--- config.mk ---
export PLATFORM = sky130hd
export DESIGN_NAME = sts_controller
export DESIGN_NICKNAME = d
export VERILOG_FILES = /design/src/sts_pkg.sv /design/src/sts_controller.sv
export SDC_FILE = /design/constraint.sdc
export NUM_CORES = 1
export LEC_CHECK = 0
export ABC_AREA = 1
export BUFFER_PORTS_ARGS = -buffer_cell sky130_fd_sc_hd__buf_2
export CAP_MARGIN = 20
export CORE_AREA = 4 4 41 43
export CTS_CLUSTER_SIZE = 20
export DETAILED_ROUTE_END_ITERATION = 7
export DIE_AREA = 0 0 45 47
export GPL_TIMING_DRIVEN = 0
export HOLD_SLACK_MARGIN = 0.03
export PLACE_DENSITY = 0.52
export RECOVER_POWER = 50
export SETUP_SLACK_MARGIN = 0.3
export SYNTH_ARGS = -nofsm -noshare
export SYNTH_HDL_FRONTEND = slang
export SYNTH_SLANG_ARGS = --single-unit
--- constraint.sdc ---
create_clock -name clk -period 1.5 [get_ports clk]
set_input_delay 0.15 -clock clk [delete_from_list [all_inputs] [get_ports clk]]
set_output_delay 0.15 -clock clk [all_outputs]
set_load 0.1 [all_outputs]
--- src/sts_pkg.sv ---
package sts_pkg;

    localparam int TABLE_DEPTH = 1024;
    localparam int ADDR_W      = $clog2(TABLE_DEPTH);
    localparam int CNT_W       = $clog2(TABLE_DEPTH + 1);
    // The search window bounds need one extra bit so that hi can reach -1.
    localparam int WIN_W       = CNT_W + 1;
    localparam int VALUE_W     = 32;
    localparam int POS_W       = 12;
    localparam int KIND_W      = 2;
    localparam int SUM_W       = CNT_W + POS_W;

    localparam logic [KIND_W-1:0] KIND_CLEAR  = 2'd0;
    localparam logic [KIND_W-1:0] KIND_APPEND = 2'd1;
    localparam logic [KIND_W-1:0] KIND_QUERY  = 2'd2;

    localparam logic [POS_W-1:0] POS_NOT_FOUND = {POS_W{1'b1}};

    typedef struct packed {
        logic clear;
        logic append;
        logic load;
        logic start;
        logic step;
        logic emit;
    } sts_cmd_t;

    typedef struct packed {
        logic finish;
    } sts_status_t;

endpackage

--- src/sts_controller.sv ---
module sts_controller (
    input  logic                         clk,
    input  logic                         rst_n,
    input  logic                         in_valid,
    input  logic [sts_pkg::KIND_W-1:0]   kind,
    input  logic                         out_stall,
    input  sts_pkg::sts_status_t         status,
    output logic                         in_stall,
    output logic                         out_valid,
    output sts_pkg::sts_cmd_t            cmd
);

    import sts_pkg::*;

    typedef enum logic [1:0] {
        ST_IDLE,
        ST_START,
        ST_PROBE,
        ST_DONE
    } state_t;

    state_t state_reg;
    state_t state_next;
    logic   out_valid_reg;
    logic   out_valid_next;
    logic   accept;
    logic   out_free;

    assign accept   = in_valid && (state_reg == ST_IDLE);
    assign out_free = !out_valid_reg || !out_stall;

    always_comb
    begin
        cmd.clear  = accept && (kind == KIND_CLEAR);
        cmd.append = accept && (kind == KIND_APPEND);
        cmd.load   = accept && (kind == KIND_QUERY);
        cmd.start  = (state_reg == ST_START);
        cmd.step   = (state_reg == ST_PROBE);
        cmd.emit   = (state_reg == ST_DONE) && out_free;
    end

    always_comb
    begin
        state_next = state_reg;
        case (state_reg)
            ST_IDLE:
            begin
                if (cmd.load)
                begin
                    state_next = ST_START;
                end
            end
            ST_START, ST_PROBE:
            begin
                state_next = status.finish ? ST_DONE : ST_PROBE;
            end
            ST_DONE:
            begin
                if (cmd.emit)
                begin
                    state_next = ST_IDLE;
                end
            end
            default:
            begin
                state_next = ST_IDLE;
            end
        endcase

        if (cmd.emit)
        begin
            out_valid_next = 1'b1;
        end
        else if (!out_stall)
        begin
            out_valid_next = 1'b0;
        end
        else
        begin
            out_valid_next = out_valid_reg;
        end
    end

    always_ff @(posedge clk or negedge rst_n)
    begin
        if (!rst_n)
        begin
            state_reg     <= ST_IDLE;
            out_valid_reg <= 1'b0;
        end
        else
        begin
            state_reg     <= state_next;
            out_valid_reg <= out_valid_next;
        end
    end

    assign in_stall  = (state_reg != ST_IDLE);
    assign out_valid = out_valid_reg;

endmodule

==> results of run 1 <==
==> routing by layer <==
layer / GRT usage, % / routed length (microns) / up-vias
li1: - / - / 164
met1: 8.94 / 246 / 141
met2: 16.1 / 496 / 8
met3: 2.30 / 26 / 0
met4: 8.77 / 0 / 0
met5: 0 / 0 / -
==> per-stage QoR <==
step | util (%) | cell area, sq um
floorplan | - | 330
global placement | 32.2 | 419
detailed placement | 32.2 | 419
CTS | 48.1 | 626
global route | 53.8 | 701
finish | 53.8 | 701
==> critical path, cell delays in order (launching register included) <==
cell        delay (ps)
dfrtp_2            410
inv_2               60
ha_4               170
nand2_4            100
inv_2               50
nand2_4             60
clkinvlp_4          90
buf_12             170
==> logic make-up after synthesis <==
| group | synth area share [%] |
|---|---|
| compound gates | 1.92 |
| fa+ha+maj | 19.2 |
| buf+inv | 14.4 |
| flops | 28.8 |
| simple gates | 35.6 |
==> worst paths after layout <==
kind                         startpoint  slack (ps)            to  cells after the start
hold reg to reg            state_reg[0]         530  state_reg[0]                      2
max in group asynchronous         rst_n        1080     out_valid                      2
setup reg to reg           state_reg[0]          70  state_reg[1]                     11
hold / removal                out_stall         140     out_valid                      3
min in group asynchronous         rst_n         260     out_valid                      2
setup / recovery           state_reg[1]          10        cmd[3]                      7
==> layout make-up <==
| cell class | instances | share of cell area [%] |
|---|---|---|
| inverter | 8 | 5.71 |
| clock buffer | 4 | 3.75 |
| tap | 15 | 2.68 |
| multi-input combinational | 24 | 33.4 |
| sequential | 3 | 11.6 |
| buffer | 1 | 2.86 |
| timing repair buffer | 25 | 40.0 |
==> cells in the mapped netlist <==
library cell  instances
nor3_1                1
buf_4                 1
nor2_1                2
o21ai_0               1
inv_1                 7
nand3_1               2
inv_2                 1
nor2_4                1
ha_1                  4
dfrtp_1               3
nand2_2               4
nand2_1               9
==> timing repair <==
action | CTS | global route
hold buffers | 1 | 0
hold endpoints to repair | 3 | 0
setup buffers | 6 | 4
setup endpoints to repair | 10 | 9
gates resized for setup | 34 | 12
pin swaps | 4 | 5
==> impl_metrics.json, run 1 <==
{
  "status": "complete, no violations",
  "yosysSeqAreaShare_pct": 28.8,
  "instances_no_fill": 80,
  "cts_sinks": 3,
  "worstHoldPathType": "in2reg",
  "clockBufferDepth": 2,
  "track_usage_pct": 9.27,
  "synth_area_sq_um": 260,
  "syn_nets": 47,
  "setup_tns_ps": 0,
  "max_cap_violations": 0,
  "ys_warn_count": 0,
  "cp-end-kind": "primary output",
  "finalWorstSetupSlack_ps": 10.5,
  "syn_inst": 36,
  "io_pins": 15,
  "synth_area_leaders": "dfrtp_1, ha_1, nand2_1, inv_1, nand2_2",
  "drive_gt1_share_pct": 78.5,
  "fin_crit_sh_pct": 99.3,
  "seq_area_sq_um": 81.3,
  "grt_pass1_wl_mm": 1.30,
  "clockRootBuffer": "clkbuf_4",
  "synth.distinct_cells": 12,
  "dr.pass1.iters": 2,
  "synth_top_area_share_pct": 28.8,
  "arrival_ps": 1340,
  "die_x_microns": 45,
  "insertion_delay_ps": 230,
  "place_inst": 65,
  "cp-start-kind": "flip-flop",
  "cts_tree": "done",
  "num_rows": 13,
  "numPortBuffers": 14,
  "drc": 0,
  "largest_reg_flops": 2,
  "fin_skew_ps": 0.700,
  "synth_seq_cells": 3,
  "hold_ws_ps": 141,
  "antenna_found_initial": 0,
  "grt-ovfl-total": 0,
  "ant_nets": 0,
  "period_needed_ps": 1490,
  "grt_max_degree": 5,
  "required_ps": 1350,
  "dp_hpwl_microns": 448,
  "final_common_cell": "buf_12",
  "gp_congestion": 0.703,
  "die_area_sq_um": 2120,
  "antenna_cells": 0,
  "rsz0062_at_grt": "true",
  "critPathKind": "reg2out",
  "final_max_slew_viol_count": 0,
  "syn_avg_cell_area_sq_um": 7.23,
  "fillCellCount": 124,
  "final_cell_mix": "buf_12, nand2_1, buf_2, buf_4, buf_6",
  "slew_headroom_pct": 81.6,
  "fmax_mhz": 671,
  "drtIter0Drc": 1,
  "multi_input_area_sq_um": 234,
  "nNetsFinal": 77,
  "initial_utilization_pct": 20.0,
  "worst_pin_slew_ps": 278,
  "vias_per_cell": 3.91,
  "hold_violations": 0,
  "totalWireLength_microns": 769,
  "cp_max_fo": 4,
  "clk_pin_slew_ps": 40,
  "grt_pass1_vias": 333,
  "setup_viol": 0,
  "core_area_sq_um": 1300,
  "die_y_microns": 47,
  "pre_cts_ws_ps": 1.66,
  "cts_buffers": 3,
  "htreeDepth": 1,
  "wl_per_cell_microns": 9.61,
  "yosysTopAreaCell": "dfrtp_1",
  "vias": 313,
  "synthToLayoutAreaGrowth_pct": 169
}
Power of run 1 is not shown: default switching activity piles up to over one toggle a cycle in this logic, so the estimate is an artifact.
==> run 2: changes to the inputs <==
Settings changed: CAP_MARGIN 20 to 10.
Clock period 1.5 ns to 1.8 ns, I/O delays scaled along.
==> impl_metrics.json, run 2 (synthesis gave the netlist of run 1 again) <==
{
  "grt_max_degree": 4,
  "vias": 291,
  "wl_per_cell_microns": 8.07,
  "htreeDepth": 1,
  "hold_violations": 0,
  "rsz0062_at_grt": "true",
  "hold_ws_ps": 166,
  "synthToLayoutAreaGrowth_pct": 92.3,
  "setup.worst_path.end": "cmd[3]",
  "drive_gt1_share_pct": 53.4,
  "antenna_cells": 0,
  "setup_tns_ps": 0,
  "grt_pass1_vias": 296,
  "arrival_ps": 1400,
  "final_max_slew_viol_count": 0,
  "totalWireLength_microns": 589,
  "gp_congestion": 0.719,
  "clk_pin_slew_ps": 30,
  "seq_area_sq_um": 76.3,
  "r2r_end": "state_reg[1]",
  "ant_nets": 0,
  "fmax_mhz": 633,
  "final_common_cell": "nand2_1",
  "slew_headroom_pct": 64.3,
  "cp-end-kind": "primary output",
  "numPortBuffers": 14,
  "r2r_slack_ps": 500,
  "pre_cts_ws_ps": 186,
  "fillCellCount": 146,
  "worstHoldPathType": "in2reg",
  "multi_input_area_sq_um": 176,
  "cts_tree": "done",
  "cts_sinks": 3,
  "core_area_sq_um": 1300,
  "max_cap_violations": 0,
  "fin_skew_ps": 0.285,
  "dr.pass1.iters": 4,
  "cp-startpoint": "state_reg[0]",
  "io_pins": 15,
  "grt_pass1_wl_mm": 1.06,
  "largest_reg_flops": 2,
  "critPathKind": "reg2out",
  "track_usage_pct": 7.12,
  "initial_utilization_pct": 20.0,
  "drc": 0,
  "clockBufferDepth": 2,
  "drtIter0Drc": 4,
  "grt-ovfl-total": 0,
  "required_ps": 1620,
  "fin_util_pct": 38.5,
  "nNetsFinal": 70,
  "dp_hpwl_microns": 468,
  "die_x_microns": 45,
  "cp-start-kind": "flip-flop",
  "r2r-start": "state_reg[0]",
  "rr_worst_depth": 9,
  "insertion_delay_ps": 230,
  "cp_max_fo": 3,
  "status": "complete, no violations",
  "worst_pin_slew_ps": 538,
  "finalWorstSetupSlack_ps": 221,
  "period_needed_ps": 1580,
  "antenna_found_initial": 0,
  "vias_per_cell": 3.99,
  "num_rows": 13,
  "setup_viol": 0,
  "fin_crit_sh_pct": 87.7,
  "die_y_microns": 47,
  "clockRootBuffer": "clkbuf_4",
  "final_cell_mix": "nand2_1, buf_2, inv_1, buf_4",
  "cts_buffers": 3,
  "die_area_sq_um": 2120
}
==> run 2: changes by cell type in the layout (fill, tap and decap cells not counted), moves of 3 or more <==
cell	delta
buf_12	-5
buf_6	-5
ha_1	+4
inv_1	+4
ha_4	-3
==> run 2: metrics by stage <==
step	cell area, sq um	std cells
final	500	73
after global routing	500	73
after CTS	498	73
after detailed placement	375	65
after global placement	375	65
after floorplan	287	36
==> run 2: metal layers <==
| metal | up-vias | GRT usage (%) | part of all wire, % |
|---|---|---|---|
| li1 | 149 | - | - |
| met3 | 0 | 2.30 | 12 |
| met2 | 14 | 12.4 | 52 |
| met1 | 128 | 6.39 | 36 |
| met5 | - | 0 | 0 |
| met4 | 0 | 7.02 | 0 |
==> run 2: worst max-delay path, cell delays in order (launching register included) <==
cell,delay (ps)
dfrtp_1,390
inv_1,90
ha_1,230
nand2_4,100
inv_2,70
nand2_4,50
clkinvlp_4,70
buf_12,160
==> run 2: area by class of cell <==
type | instances | share of cell area, %
Inverter | 8 | 6.75
Clock buffer | 4 | 5.25
Sequential cell | 3 | 15.3
Buffer | 1 | 1.50
Tap cell | 15 | 3.75
Multi-Input combinational cell | 24 | 35.2
Timing Repair Buffer | 18 | 32.3
==> run 2: how the worst min path moves through the flow <==
stage               from           end  slack (ps)  cells past startpoint
2_1_floorplan      rst_n     out_valid        -120                      0
6_report       out_stall     out_valid         170                      3
3_3_place_gp       rst_n  state_reg[0]         -20                      1
4_1_cts        out_stall     out_valid         160                      3
5_1_grt        out_stall     out_valid         190                      3
3_5_place_dp       rst_n  state_reg[1]         -20                      1
==> run 2: timing repair <==
action | CTS | global route
hold buffers | 1 | 0
endpoints found under the setup margin | 5 | 5
pin swaps | 3 | 2
endpoints found under the hold margin | 3 | 0
setup buffers | 3 | 0
resized for setup | 18 | 5
Power of run 2 is left out for the same reason.
==> run 3: changes to the inputs <==
Settings changed: CELL_PAD_IN_SITES_DETAIL_PLACEMENT from default to 0, CELL_PAD_IN_SITES_GLOBAL_PLACEMENT from default to 1, PLACE_DENSITY 0.52 to 0.67.
==> impl_metrics.json, run 3 (synthesis gave the netlist of run 1 again) <==
{
  "status": "complete, no violations",
  "dr.pass1.iters": 2,
  "hold_violations": 0,
  "top_usage_layer": "met2",
  "largest_reg_flops": 2,
  "worst_pin_slew_ps": 539,
  "clk_pin_slew_ps": 40,
  "synthToLayoutAreaGrowth_pct": 99.0,
  "clockBufferDepth": 2,
  "drtIter0Drc": 2,
  "final_common_cell": "nand2_1",
  "initial_utilization_pct": 20.0,
  "grt-ovfl-total": 0,
  "arrival_ps": 1350,
  "totalWireLength_microns": 604,
  "die_x_microns": 45,
  "slew_headroom_pct": 64.2,
  "final_max_slew_viol_count": 0,
  "holdPathEnd": "out_valid",
  "fin_crit_sh_pct": 85.2,
  "period_needed_ps": 1530,
  "drive_gt1_share_pct": 55.9,
  "cp_cell_sequence": "inv_2 -> ha_4 -> inv_1 -> clkbuf_2",
  "use_met2_pct": 11.0,
  "clockRootBuffer": "clkbuf_4",
  "r2r_slack_ps": 460,
  "rsz0062_at_grt": "true",
  "cts_buffers": 3,
  "met3_usage_pct": 2.30,
  "cp_max_fo": 4,
  "whs_path_depth": 3,
  "drc": 0,
  "num_rows": 13,
  "core_area_sq_um": 1300,
  "use_met1_pct": 6.80,
  "track_usage_pct": 6.39,
  "max_cap_violations": 0,
  "fmax_mhz": 652,
  "max_stage_delay_ps": 440,
  "antenna_found_initial": 0,
  "grt_pass1_wl_microns": 959,
  "htreeDepth": 1,
  "fillCellCount": 141,
  "multi_input_area_sq_um": 189,
  "seq_area_sq_um": 76.3,
  "wl_per_cell_microns": 8.16,
  "dp_hpwl_microns": 462,
  "die_area_sq_um": 2120,
  "final_cell_mix": "nand2_1, inv_1, buf_4, buf_2, clkbuf_4",
  "fin_skew_ps": 0.873,
  "cts_sinks": 3,
  "grt_max_degree": 5,
  "setup_viol": 0,
  "crit_path_top_delay_cell": "clkbuf_2",
  "required_ps": 1620,
  "worstHoldPathType": "in2reg",
  "insertion_delay_ps": 230,
  "critPathBufInv": 3,
  "cts_tree": "done",
  "rr_worst_depth": 10,
  "vias": 286,
  "ant_nets": 0,
  "antenna_cells": 0,
  "gp_congestion": 0.683,
  "r2r_end": "state_reg[0]",
  "setup_tns_ps": 0,
  "nNetsFinal": 71,
  "critPathKind": "reg2out",
  "min_from": "out_stall",
  "die_y_microns": 47,
  "io_pins": 15,
  "cp-end-kind": "primary output",
  "vias_per_cell": 3.86,
  "grt_pass1_vias": 272,
  "numPortBuffers": 14,
  "cp-start-kind": "flip-flop",
  "crit_family": "buffers and inverters",
  "cp.depth": 4,
  "r2r-start": "state_reg[1]"
}
## run 3: cell count changes in the layout (fill, tap and decap cells not counted)
cell,previous run,this run
buf_2,6,5
ha_1,4,3
ha_4,0,1
clkbuf_2,1,3
## run 3: layout make-up
type	instances	share of cell area (%)
timing repair buffer	19	32.1
inverter	8	6.52
buffer	1	1.45
tap	15	3.62
multi-input combinational	24	36.5
sequential	3	14.7
clock buffer	4	5.07
## run 3: worst max-delay path by stage
stage / start / end
after floorplan: state_reg[0] / cmd[5]
after global placement: state_reg[0] / cmd[3]
after detailed placement: state_reg[0] / cmd[3]
after CTS: state_reg[1] / cmd[3]
after global routing: state_reg[1] / cmd[0]
final: state_reg[1] / in_stall
## run 3: metrics by stage
| step | setup slack, ps | cell area [sq um] | utilization (%) | instances | hold slack, ps |
|---|---|---|---|---|---|
| floorplan | 100 | 287 | - | 36 | -116 |
| global placement | 197 | 375 | 28.8 | 65 | -22.9 |
| detailed placement | 196 | 375 | 28.8 | 65 | -22.3 |
| CTS | 278 | 510 | 39.2 | 74 | 170 |
| global route | 192 | 518 | 39.8 | 74 | 186 |
| finish | 267 | 518 | 39.8 | 74 | 172 |
## run 3: timing repair
action,4_1_cts,5_1_grt
setup buffers,4,0
pin swaps,3,2
hold endpoints to repair,3,0
resized for setup,18,5
endpoints found under the setup margin,5,6
hold buffers,1,0
## run 3: routing by layer
metal,wire length [microns],vias to the layer above,share of wire [%]
li1,-,151,-
met1,244,123,40
met2,289,12,48
met3,71,0,12
met4,0,0,0
met5,0,-,0
## run 3: worst register-to-register path, stage by stage (launching register included)
cell and delay (ps):
dfrtp_1 410, inv_2 100, ha_4 150, nand2_4 70, inv_2 70, nand2_4 50
buf_4 130, nand2_2 60, nand2_1 70, nand2_1 70, nand2_1 50
Power of run 3 is left out for the same reason.
